==> src/hdl/fmbe_ram.sv <==
module fmbe_ram #(
  parameter int unsigned Width = 8,
  parameter int unsigned Depth = 256
) (
  input  logic                     clk_i,
  input  logic                     we_i,
  input  logic [$clog2(Depth)-1:0] waddr_i,
  input  logic [Width-1:0]         wdata_i,
  input  logic [$clog2(Depth)-1:0] raddr_i,
  output logic [Width-1:0]         rdata_o
);

  logic [Width-1:0] mem [Depth];

  always_ff @(posedge clk_i) begin
    if (we_i) begin
      mem[waddr_i] <= wdata_i;
    end
    rdata_o <= mem[raddr_i];
  end

endmodule

==> config.mk <==
export PLATFORM = sky130hd
export DESIGN_NAME = fmbe_ram
export DESIGN_NICKNAME = d
export VERILOG_FILES = /design/src/hdl/fmbe_ram.sv
export SDC_FILE = /design/constraint.sdc
export NUM_CORES = 2
export LEC_CHECK = 0
export ABC_AREA = 1
export ABC_CLOCK_PERIOD_IN_PS = 6100
export BUFFER_PORTS_ARGS = -buffer_cell sky130_fd_sc_hd__buf_2
export CAP_MARGIN = 30
export CORE_UTILIZATION = 45
export CTS_CLUSTER_DIAMETER = 100
export DETAILED_ROUTE_END_ITERATION = 8
export GPL_TIMING_DRIVEN = 0
export PLACE_DENSITY = 0.6
export SYNTH_ARGS = -nofsm -noshare
export SYNTH_HDL_FRONTEND = slang
export SYNTH_SLANG_ARGS = --single-unit
==> constraint.sdc <==
create_clock -name clk_i -period 6.1 [get_ports clk_i]
set_input_delay 1.525 -clock clk_i [delete_from_list [all_inputs] [get_ports clk_i]]
set_output_delay 1.525 -clock clk_i [all_outputs]
set_load 0.02 [all_outputs]
Word-level counts from Yosys, hierarchy flattened. Memory sizes are Yosys's and may differ from the RTL's. A register that Yosys moved wholly into a read port is not among the register bits. Cells that the tools add are included. W data, S select, Z words.

Add/sub/neg operators: 0. $mul: 0. Div/mod/pow operators: 0. $lt $le $gt $ge: 0. Eq/ne operators: 0. Shift operators: 0. Multiplexer cells: 2. Bitwise logic cells: 0. Reduce and logical (&&, ||, !) cells: 0.

Operator list (number): $mux W1 (2).

Register bits after elaboration: 0. Bits in latches: 0. Memory bits (writable): 2048. ROM bits: 0. Memories: 1.

Memory list: mem (words 256, bits a word 8, rd ports 1, clocked after Yosys merged registers in 1, write ports 1, line 13) `logic [Width-1:0] mem [Depth];`.

Longest topological paths before layout.
Word-level depth: 2. Depth in mapped cells: 15. Depth with buffers taken out: 11.

Worst setup path after synthesis. Ideal clock, no wire load.

Kind: input to register. Start point: input port we_i. End point: memory mem[162][0] (enable). Library setup time: 0.370 ns. Data arrival time: 2.646 ns. Slack: 3.084 ns. Stages: 4. Path buffers: 2. Cells stage by stage: clkbuf_1 -> nand3_1 -> clkbuf_1 -> nor2_1.

Longest elaborated chain between the ends: 2.

RTL lines: start, declared (line 6) `input logic we_i,`; $mux W1 (line 16) `if (we_i) begin`; $mux W1 (not written as such) (line 17) `mem[waddr_i] <= wdata_i;`; end, declared (line 13).

Every way passes these cells.

==> flow_summary.html <==
<table>
<tr><th>Metric</th><th>Value</th></tr>
<tr><th colspan="2">Die</th></tr>
<tr><td>Die H</td><td>432 µm</td></tr>
<tr><td>DIE WIDTH</td><td>432 µm</td></tr>
<tr><td>Floorplan row count</td><td>157</td></tr>
<tr><td>Num ports</td><td>34</td></tr>
<tr><td>Initial core utilization</td><td>45.4%</td></tr>
<tr><td>Die area</td><td>187000 µm²</td></tr>
<tr><td>Core area</td><td>184000 µm²</td></tr>
<tr><th colspan="2">Status</th></tr>
<tr><td>Status</td><td>finished clean</td></tr>
<tr><th colspan="2">Timing</th></tr>
<tr><td>Hold Violations, Final</td><td>0</td></tr>
<tr><td>Final-layout setup total negative slack</td><td>0 ns</td></tr>
<tr><td>FMAX</td><td>0.230 GHz</td></tr>
<tr><td>Slew Limit Headroom</td><td>23.6%</td></tr>
<tr><td>Period utilization</td><td>71.4%</td></tr>
<tr><td>Max-slew violation count</td><td>0</td></tr>
<tr><td>Worst Tran Pin Value</td><td>1.15 ns</td></tr>
<tr><td>Worst-case hold slack</td><td>0.943 ns</td></tr>
<tr><td>Unrepaired setup endpoints after global routing</td><td>false</td></tr>
<tr><td>Minimum clock period after layout</td><td>4.35 ns</td></tr>
<tr><td># setup viols final</td><td>0</td></tr>
<tr><td>Setup skew after layout</td><td>0.0423 ns</td></tr>
<tr><th colspan="2">Clocking</th></tr>
<tr><td>Clock transition at the register clock pins on the worst setup and hold paths after CTS</td><td>0.06 ns</td></tr>
<tr><td>CTS Hold Bufs</td><td>0</td></tr>
<tr><td>Clock buffer depth</td><td>3</td></tr>
<tr><td># Post-CTS Setup Buffers</td><td>0</td></tr>
<tr><td>Number of H-tree levels</td><td>4</td></tr>
<tr><td>Clock tree root buffer cell</td><td>clkbuf_16</td></tr>
<tr><td>Clock insertion delay at the later pin of the skew report</td><td>0.90 ns</td></tr>
<tr><td>Num CTS Buffers</td><td>212</td></tr>
<tr><td>Clock sink total</td><td>2056</td></tr>
<tr><td>CTS tree</td><td>built</td></tr>
<tr><td>Post-CTS resize count</td><td>0</td></tr>
<tr><th colspan="2">Synth</th></tr>
<tr><td>Unique cell type count in the Yosys netlist</td><td>14</td></tr>
<tr><td>Syn Nets</td><td>7029</td></tr>
<tr><td>Async set-or-reset flop fraction in the synthesized netlist</td><td>0%</td></tr>
<tr><td>Top cells by area, synth</td><td>edfxtp_1 (74%), nand3_1 (12%), nand2_1 (9.6%)</td></tr>
<tr><td>Register bit count reported by yosys</td><td>2056</td></tr>
<tr><td>Dominant cell by count in the synthesized netlist</td><td>nand2_1</td></tr>
<tr><td>Post-synthesis cell area</td><td>83400 µm²</td></tr>
<tr><td>Cell type contributing the most total cell area after synthesis</td><td>edfxtp_1</td></tr>
<tr><td>Commonest cells in the synthesized netlist</td><td>nand2_1 (2123), edfxtp_1 (2048), nand3_1 (2019)</td></tr>
<tr><td>Number of enable-type register cells in the synthesized netlist</td><td>2048</td></tr>
<tr><td>Area share of the largest cell type after synthesis</td><td>73.7%</td></tr>
<tr><td>Synth Instances</td><td>7003</td></tr>
<tr><td>Primary flip-flop cell chosen by synthesis mapping</td><td>edfxtp_1</td></tr>
<tr><td>Syn Area/Cell</td><td>11.9 µm²</td></tr>
<tr><td>Number of warning messages in the yosys log</td><td>0</td></tr>
<tr><td>Part of the Yosys area used for sequential elements</td><td>73.9%</td></tr>
<tr><th colspan="2">GRT</th></tr>
<tr><td>Total global routing overflow</td><td>0</td></tr>
<tr><td>Via count of the first global-routing pass</td><td>56.9k</td></tr>
<tr><td>Global-route wire length before repair</td><td>482000 µm</td></tr>
<tr><td>Initial antenna violation count</td><td>28</td></tr>
<tr><td>Largest net degree at the start of global routing</td><td>156</td></tr>
<tr><td>Overall global routing resource usage</td><td>38.5%</td></tr>
<tr><th colspan="2">Worst hold path</th></tr>
<tr><td>Source of the worst hold timing path</td><td>wdata_i[2]</td></tr>
<tr><td>Worst hold-check path type</td><td>input pin to flip-flop</td></tr>
<tr><th colspan="2">Power and ir drop</th></tr>
<tr><td>Power Dens Cells</td><td>320 nW/µm²</td></tr>
<tr><td>Pwr Total</td><td>0.0305 W</td></tr>
<tr><td>Peak VDD IR</td><td>0.318 mV</td></tr>
<tr><td>Total leakage power</td><td>33.6 nW</td></tr>
<tr><th colspan="2">Detailed routing</th></tr>
<tr><td>Total via count in the routed design</td><td>62.9k</td></tr>
<tr><td>WL/cell</td><td>36.0 µm</td></tr>
<tr><td>Iteration-0 DRC count of the detailed router</td><td>11.5k</td></tr>
<tr><td>Remaining DRCs</td><td>0</td></tr>
<tr><td>ANT nets after route</td><td>0</td></tr>
<tr><td>Final routed wirelength across all metal layers</td><td>362000 µm</td></tr>
<tr><td>Via-to-Cell Ratio</td><td>6.26</td></tr>
<tr><td>First-pass iteration count of the detailed router</td><td>6</td></tr>
<tr><th colspan="2">Cells and area</th></tr>
<tr><td>Fin area</td><td>95500 µm²</td></tr>
<tr><td>Nets</td><td>7440</td></tr>
<tr><td>Area added between synthesis and finish</td><td>14.5%</td></tr>
<tr><td>FILL cells</td><td>15.9k</td></tr>
<tr><td>Post-layout utilization of the core</td><td>52.0%</td></tr>
<tr><td>Fraction of layout cells with a size suffix above 1</td><td>11.2%</td></tr>
<tr><th colspan="2">Setup path</th></tr>
<tr><td>Endpoint class of the critical path</td><td>flip-flop</td></tr>
<tr><td>Required time of the critical path</td><td>6.87 ns</td></tr>
<tr><td>Cell count of the worst reg-to-reg path</td><td>10</td></tr>
<tr><td>Maximum net fanout on the critical path</td><td>13</td></tr>
<tr><td>Worst r2r dst</td><td>rdata_o[6]$_DFF_P_</td></tr>
<tr><td>Critical Path Sink</td><td>rdata_o[7]$_DFF_P_</td></tr>
<tr><td>Reg2Reg Launch Point</td><td>mem[129][6]$_DFFE_PP_</td></tr>
<tr><td>CP Launch Type</td><td>input pin</td></tr>
<tr><td>First element of the critical path</td><td>raddr_i[2]</td></tr>
<tr><td>FF-to-FF setup slack</td><td>3.73 ns</td></tr>
<tr><td>Worst Path Class, Setup</td><td>input pin to flip-flop</td></tr>
<tr><td>Arrival time reported for the critical path endpoint</td><td>5.13 ns</td></tr>
<tr><th colspan="2">Placed design</th></tr>
<tr><td>Placed wire-length estimate after detailed placement</td><td>254000 µm</td></tr>
<tr><td>Final estimated routing congestion in global placement</td><td>1.05</td></tr>
<tr><td>Port Buffers</td><td>26</td></tr>
<tr><td>Cell area after placement</td><td>88800 µm²</td></tr>
<tr><th colspan="2">Job</th></tr>
<tr><td>Number of maximum-capacitance constraint violations</td><td>0</td></tr>
</table>
-- worst min-delay path by stage --
stage	endpoint	slack (ns)	depth (start not counted)
2_1_floorplan	rdata_o[0]$_DFF_P_	0.84	10
3_3_place_gp	rdata_o[3]$_DFF_P_	1.19	10
3_5_place_dp	rdata_o[3]$_DFF_P_	1.20	10
4_1_cts	mem[67][2]$_DFFE_PP_	0.91	1
5_1_grt	mem[102][2]$_DFFE_PP_	0.94	1
6_report	mem[67][2]$_DFFE_PP_	0.94	1
-- logic make-up (layout without fill, tap and decap cells) --
family                 after synthesis  in the layout  share of synthesized area, %
and+or+nand+nor                   4425           4425                          22.9
DFF                               2056           2056                          73.9
buffers and inverters              522           1098                          3.12
other                                0             11                             0
-- cells in the final DEF, fill, tap and decap left out, drive strengths merged --
master | netlist | routed
nand3 | 2019 | 2019
clkbuf | 112 | 371
buf | 371 | 567
nand2 | 2123 | 2123
bufinv | 0 | 9
edfxtp | 2048 | 2048
clkinvlp | 0 | 6
diode | 0 | 11
inv | 39 | 47
dfxtp | 8 | 8
clkinv | 0 | 98
nor2 | 283 | 283
-- layout make-up --
type	instances	area (µm²)	share of cell area, %
Tap cell	2464	3080	3.23
Sequential cell	2056	61700	64.6
Clock buffer	258	5540	5.81
Timing Repair Buffer	197	2380	2.49
Antenna cell	11	27.5	0.0288
Inverter	39	149	0.156
Clock inverter	121	946	0.991
Multi-Input combinational cell	4425	19200	20.1
Buffer	483	2480	2.60
-- registers in the layout (all words and copies together), names as in the netlist --
| name | cells |
|---|---|
| mem | 2048 |
| rdata_o | 8 |
-- power by group --
part | internal, W | switching [W] | total [W]
Clock | 0.00683 | 0.00566 | 0.0125
Combinational | 0.000502 | 0.00197 | 0.00247
Sequential | 0.0156 | 0.00000929 | 0.0156
-- critical path, cell delays in order --
cell	delay [ns]
buf_2	0.20
clkbuf_1	0.67
buf_8	0.26
clkbuf_2	0.79
nand3_1	0.43
nand3_1	0.27
nand3_1	0.11
nand3_1	0.11
nand3_1	0.20
nand2_1	0.15
nand2_1	0.05
nand2_1	0.30
-- stage by stage --
stage / worst slack, ns / std cells
6_report: 1.75 / 10100
5_1_grt: 1.87 / 10000
4_1_cts: 2.03 / 10000
3_5_place_dp: 1.09 / 9642
3_3_place_gp: -0.518 / 9493
2_1_floorplan: 3.08 / 7003
-- routing by layer --
layer / vias up / part of all wire (%) / GRT usage, % / routed length, µm
met5: - / 0.037 / 0 / 134
met4: 20 / 6.6 / 22.2 / 24100
met3: 923 / 14 / 11.0 / 50800
met2: 5020 / 41 / 53.9 / 150000
met1: 31200 / 38 / 53.3 / 137000
li1: 25700 / - / - / -
(Power assumes the default switching activity.)
