## src/hdl/fmbe_pkg.sv

```systemverilog
package fmbe_pkg;

  localparam int unsigned CntW = 17;
  localparam int unsigned NumBase = 4;
  localparam int unsigned NumCfg = 5;
  localparam int unsigned CfgIdxW = 3;

  localparam logic [CfgIdxW-1:0] CfgPrimary = 3'd0;
  localparam logic [CfgIdxW-1:0] CfgStartA = 3'd1;
  localparam logic [CfgIdxW-1:0] CfgStartC = 3'd2;
  localparam logic [CfgIdxW-1:0] CfgStartG = 3'd3;
  localparam logic [CfgIdxW-1:0] CfgStartT = 3'd4;

  localparam logic OpLoad = 1'b0;
  localparam logic OpExtend = 1'b1;

  typedef logic [CntW-1:0] cnt_t;
  typedef cnt_t [NumBase-1:0] cnt4_t;

  // Result of one occurrence count pass.
  typedef struct packed {
    logic done;
    cnt4_t cnt;
  } occ_res_t;

endpackage

```

## src/hdl/fmbe_occ.sv

```systemverilog
// Occurrence counter: checkpoint read then one symbol per cycle walk.
// Shared for the k and l rows of an extension.
module fmbe_occ
  import fmbe_pkg::*;
#(
  parameter int unsigned SeqMax = 65536,
  parameter int unsigned OccInterval = 128
) (
  input  logic                               clk_i,
  input  logic                               rst_ni,
  input  logic                               start_i,
  input  logic                               zero_i,
  input  logic [$clog2(SeqMax):0]            n_i,
  output logic [$clog2(SeqMax/OccInterval)-1:0] ck_addr_o,
  input  fmbe_pkg::cnt4_t                    ck_data_i,
  output logic [$clog2(SeqMax)-1:0]          sym_addr_o,
  input  logic [1:0]                         sym_data_i,
  output fmbe_pkg::occ_res_t                 res_o
);

  localparam int unsigned PosW = $clog2(SeqMax);
  localparam int unsigned OffW = $clog2(OccInterval);

  typedef enum logic [2:0] {StIdle, StCk, StCkWait, StWalk, StDone} st_e;

  st_e st_q;
  logic [PosW:0] n_q, p_q;
  logic [PosW-1:0] nm1;
  logic [PosW-1:0] nq_m1;
  cnt4_t cnt_q;
  logic p_valid_q;

  assign nm1 = PosW'(n_i - 1'b1);
  // checkpoint address held from the latched count while the pass runs
  assign nq_m1 = PosW'(n_q - 1'b1);
  assign ck_addr_o = nq_m1[PosW-1:OffW];
  assign sym_addr_o = p_q[PosW-1:0];
  assign res_o.done = (st_q == StDone);
  assign res_o.cnt = cnt_q;

  always_ff @(posedge clk_i or negedge rst_ni) begin
    if (!rst_ni) begin
      st_q <= StIdle;
      n_q <= '0;
      p_q <= '0;
      p_valid_q <= 1'b0;
      cnt_q <= '0;
    end else begin
      case (st_q)
        StIdle: begin
          if (start_i) begin
            if (zero_i) begin
              cnt_q <= '0;
              st_q <= StDone;
            end else begin
              n_q <= n_i;
              p_q <= {1'b0, nm1[PosW-1:OffW], {OffW{1'b0}}};
              st_q <= StCk;
            end
          end
        end
        StCk: st_q <= StCkWait;  // address presented, data next edge
        StCkWait: begin
          cnt_q <= ck_data_i;
          p_valid_q <= 1'b0;
          st_q <= StWalk;
        end
        StWalk: begin
          // pipelined: p_q addresses the symbol RAM, data arrives in the following cycle
          if (p_valid_q) begin
            cnt_q[sym_data_i] <= cnt_q[sym_data_i] + 1'b1;
          end
          if (p_q < n_q) begin
            p_q <= p_q + 1'b1;
            p_valid_q <= 1'b1;
          end else begin
            p_valid_q <= 1'b0;
            if (!p_valid_q) st_q <= StDone;
          end
        end
        StDone: st_q <= StIdle;
        default: st_q <= StIdle;
      endcase
    end
  end

endmodule

```

## config.mk

```make
export PLATFORM = sky130hd
export DESIGN_NAME = fmbe_occ
export DESIGN_NICKNAME = d
export VERILOG_FILES = /design/src/hdl/fmbe_pkg.sv /design/src/hdl/fmbe_occ.sv
export SDC_FILE = /design/constraint.sdc
export NUM_CORES = 1
export LEC_CHECK = 0
export ABC_AREA = 1
export BUFFER_PORTS_ARGS = -buffer_cell sky130_fd_sc_hd__buf_2
export CAP_MARGIN = 10
export CORE_MARGIN = 3
export CORE_UTILIZATION = 35
export CTS_CLUSTER_DIAMETER = 50
export CTS_CLUSTER_SIZE = 25
export DETAILED_ROUTE_END_ITERATION = 16
export MAX_ROUTING_LAYER = met4
export PLACE_DENSITY = 0.52
export REMOVE_ABC_BUFFERS = 1
export SYNTH_ARGS = -nofsm -noshare
export SYNTH_HDL_FRONTEND = slang
export SYNTH_SLANG_ARGS = --single-unit
```

## constraint.sdc

```tcl
create_clock -name clk_i -period 3.1 [get_ports clk_i]
set_input_delay 0.62 -clock clk_i [delete_from_list [all_inputs] [get_ports clk_i]]
set_output_delay 0.62 -clock clk_i [all_outputs]
set_load 0.05 [all_outputs]
```

# Word level (Yosys, flattened, before mapping)
# Index checks and enable logic that the tools add are counted.
[word_totals]
elab_cells = 56
in_bits = 91
regBits = 106
out_inout_bits = 94
[classes]
n_reduce_logical = 9
mux = 20
n_lt_le_gt_ge = 3
n_eq_ne = 11
bitwise_logic = 1
add_sub_neg = 4
[op_table]
columns = ["cell", "n"]
rows = [
  ["$mux 68", 3],
  ["$pmux 68 s3", 1],
  ["$mux 17", 5],
  ["$bwmux 68", 1],
  ["$add 17x1->17 const B", 2],
  ["$bmux 17 s2", 1],
  ["$demux 17 s2", 1],
  ["$pmux 17 s2", 1],
  ["$sub 16x1->16 const B", 2],
  ["$lt 17x17->1", 1],
  ["$ne 2x2->1 const B", 7],
  ["$mux 3", 4],
  ["$pmux 3 s4", 1],
  ["$reduce_and 4->1", 2],
  ["$eq 3x2->1 const B", 2],
  ["$reduce_and 3->1", 2],
  ["$reduce_bool 2->1", 2],
  ["$eq 3x1->1 const B", 1],
  ["$eq 3x3->1 const B", 1],
  ["$logic_not 3->1", 1],
  ["$lt 2x3->1 const B", 1],
  ["$reduce_bool 3->1", 1],
  ["$ge 2x1->1 const B", 1],
  ["$pmux 1 s2", 1],
  ["other kinds (3)", 3],
]

# Depth between registers and ports, before layout
[logic_depth]
depth_word = 7
mapped_depth = 18
depth_no_buf = 17

# Least setup slack after synthesis
# Ideal clock, no wire load.
[synth_timing]
path_kind = "reg-to-output"
start = "register n_q[1]"
end = "output port ck_addr_o[8]"
required_ps = 2480
path_buffers = 0
t_arrival_ps = 2205
stages_incl_launch_ff = 10
path_slack_ps = 275
path_cell_list = "dfrtp_1 > nor2_1 > nand3_1 > nor2_1 > nand2_1 > nor2_1 > nand4_1 > or2_2 > nor2_1 > xor2_1"
[synth_between]
elab_chain_cells = 1
[synth_lines]
columns = ["item", "line_no", "text"]
rows = [
  ["from (decl)", "fmbe_occ.sv:27", "logic [PosW:0] n_q, p_q;"],
  ["from (signal assigned)", "fmbe_occ.sv:56", "n_q <= n_i;"],
  ["$sub 16x1->16", "fmbe_occ.sv:35", "assign nq_m1 = PosW'(n_q - 1'b1);"],
  ["to (decl)", "fmbe_occ.sv:14", "output logic [$clog2(SeqMax/OccInterval)-1:0] ck_addr_o,"],
]
# No other way between the ends.

# Final worst setup path
[layout_timing]
start = "register n_q[0]"
end = "output port ck_addr_o[8]"
# Same word-level chain as after synthesis.

==> metrics.yaml <==
ys_ff_latch: 106
postCtsSetupBuffers: 0
ios: 185
min_path_type: "input port to asynchronous set/reset pin"
avgViaCountPerCell: 4.88
fmax_mhz: 343
dpl.hpwl_mm: 19.9
areaGrowthSynthToFinish_pct: 17.6
seq_area_mm2: 0.00265
max-cap-violations: 0
clock_path_buffers: 2
clk_latency_ps: 360
synth.area.mux_share_pct: 0.137
cts_hold_buffers: 0
synth-xor-area-share_pct: 2.12
die_h_um: 159
overflow: 0
fp.coreArea_mm2: 0.0228
die-area_mm2: 0.0253
power_density_mw_per_mm2: 539
fin_crit_sh_pct: 93.9
syn_area_per_cell_um2: 6.35
synth_compound_area_share_pct: 12.1
synth_fa_ha_area_share_pct: 2.75
grt_pass1_vias: 8248
drive_gt1_share_pct: 18.3
clkSlewWorstSetupHoldPaths_ps: 70
critPathCaptureType: "primary output"
drcViolationCount: 0
syn_inst: 1292
worstPathRequired_ps: 2480
wire_per_inst_um: 15.5
clock_sinks: 106
synthSimpleGateAreaFrac_pct: 39.9
netlist_area_mm2: 0.00820
slew_headroom_pct: 59.1
postRouteAntennaNets: 0
numCtsBuffers: 9
clockRootBuffer: "clkbuf_16"
fill_cells: 2539
synth_top_family_by_area: "simple AND/OR/NAND/NOR gates"
antenna_found_initial: 3
startpoint_type: "flip-flop"
fin_area_mm2: 0.00964
nNetsFinal: 1545
min_period_ps: 2910
worst_pin_slew_ps: 613
vias: 8565
rows: 55
rsz0062_at_grt: "no"
ys_dominant_reg_cell: "dfrtp_1"
dr.pass1.iters: 5
dpl.cell_count: 1738
drt_iter0_drc: 511
routed_wl_mm: 27.3
p_leak_nw: 5.18
grt.total_usage_pct: 21.9
cp_max_fo: 4
dpl_cell_area_mm2: 0.00932
die_x_um: 159
portBuffers: 184
yosysSeqAreaShare_pct: 32.3
grt_max_degree: 53
status: "completed"
yosys_warnings: 0
postLayoutCoreUtil_pct: 42.2
stdcell_count: 1755
gp_congestion: 0.891
htreeDepth: 3
whs_ps: 272
async_reset_ff_share_pct: 100
synth_edf_count: 0
synthDistinctLibCells: 46
ir_drop_mv: 0.317
slew_viol_final: 0
fin_worst_skew_ps: 6.56
grt_pass1_wl_mm: 43.8
crit_type: "flip-flop to primary output"
arrival_ps: 2290
totalPowerFinal_mw: 5.20
start_util_pct: 35.9
cts_tree: "done"
final-hold-violation-count: 0
multi_input_area_mm2: 0.00470
setup_violations: 0
## flip-flops by register name, indices dropped and copies added, names as in the netlist
register	cells
p_valid_q	1
n_q	17
res_o	68
p_q	17
st_q	3
## layout by cell type (no fill, tap or decap), drive strengths merged
| cell | count |
|---|---|
| a21boi | 6 |
| a21o | 1 |
| a21oi | 45 |
| a221oi | 11 |
| a22o | 1 |
| a22oi | 6 |
| a2bb2oi | 11 |
| buf | 209 |
| bufinv | 2 |
| clkbuf | 11 |
| clkinv | 2 |
| dfrtp | 106 |
| diode | 3 |
| ha | 18 |
| inv | 107 |
| mux2 | 1 |
| nand2 | 544 |
| nand3 | 98 |
| nand4 | 9 |
| nor2 | 123 |
| nor3 | 10 |
| nor3b | 1 |
| nor4 | 1 |
| o21a | 1 |
| o21ai | 88 |
| o21bai | 1 |
| o22ai | 1 |
| o31ai | 1 |
| or2 | 5 |
| xnor2 | 3 |
| xor2 | 16 |
## Yosys cell counts, drive strengths merged, types with 3 or more instances
cell / instances / area [um2]
o21ai: 88 / 440
nand4: 9 / 56.3
nand3: 98 / 523
nor3: 10 / 50.1
nand2: 544 / 2070
xnor2: 3 / 26.3
a21oi: 45 / 225
a221oi: 11 / 96.3
ha: 18 / 225
a22oi: 6 / 45.0
inv: 107 / 409
xor2: 16 / 148
dfrtp: 106 / 2650
a21boi: 6 / 45.0
a2bb2oi: 11 / 96.3
clkbuf: 30 / 113
nor2: 123 / 531
buf: 46 / 349
or2: 5 / 31.3
## kinds of logic after synthesis
kind of cell	after synthesis
buffers and inverters	184
flip-flops	106
multiplexers	1
adder cells (fa/ha/maj)	18
AND/OR/NAND/NOR	791
XOR/XNOR	19
AO/OA/AOI/OAI	173
## worst paths after layout
| check | to | slack (ps) | cells past startpoint | from |
|---|---|---|---|---|
| max in group asynchronous | n_q[8]$_DFFE_PN0P_ | 2030 | 2 | rst_ni |
| setup reg to reg | p_q[7]$_DFFE_PN0P_ | 540 | 10 | p_q[10]$_DFFE_PN0P_ |
| hold reg to reg | n_q[3]$_DFFE_PN0P_ | 480 | 2 | n_q[3]$_DFFE_PN0P_ |
| min in group clk_i | n_q[3]$_DFFE_PN0P_ | 480 | 2 | n_q[3]$_DFFE_PN0P_ |
| setup / recovery | ck_addr_o[8] | 190 | 10 | n_q[0]$_DFFE_PN0P_ |
| hold / removal | res_o[0]$_DFFE_PN0P_ | 270 | 1 | rst_ni |
## repair_timing
action                     CTS  global route
setup endpoints to repair    1             2
gates resized for setup      1             3
hold endpoints to repair     0             0
gates cloned                 0             0
## metrics by stage
step,setup WS [ps],TNS [ps]
floorplan,-316,-13210
global placement,386,0
detailed placement,381,0
CTS,9.92,0
global route,33.9,0
finish,188,0
## metal layers
layer  wire (um)  vias to the layer above  track usage, %
met5           0                        -               -
met1       12700                     3939            28.3
met4         314                        0            4.14
met3        1480                       20            4.60
li1            -                     4386               -
met2       12800                      220            35.9
## power by group
group	internal (mW)	switching [mW]	leakage [nW]
sequential	1.59	0.279	1.19
combinational	0.564	1.50	3.84
clock	0.722	0.546	0.151
## cell type report
type	count	area share [%]
Multi-Input combinational cell	1002	48.7
Sequential cell	106	27.5
Timing Repair Buffer	209	12.2
Inverter	108	4.28
Tap cell	313	4.06
Clock buffer	11	2.52
Clock inverter	3	0.675
Antenna cell	3	0.0778
## critical path, cell delays in order, from the launching register on
cell and delay (ps):
dfrtp_1 410, nor2_1 100, nand3_1 100, nor2_1 140, nand2_2 110, nor2_2 140
nand4_1 160, or2_4 280, nor2_1 120, xor2_1 160, buf_4 220
Power figures use the tool's default switching activity.
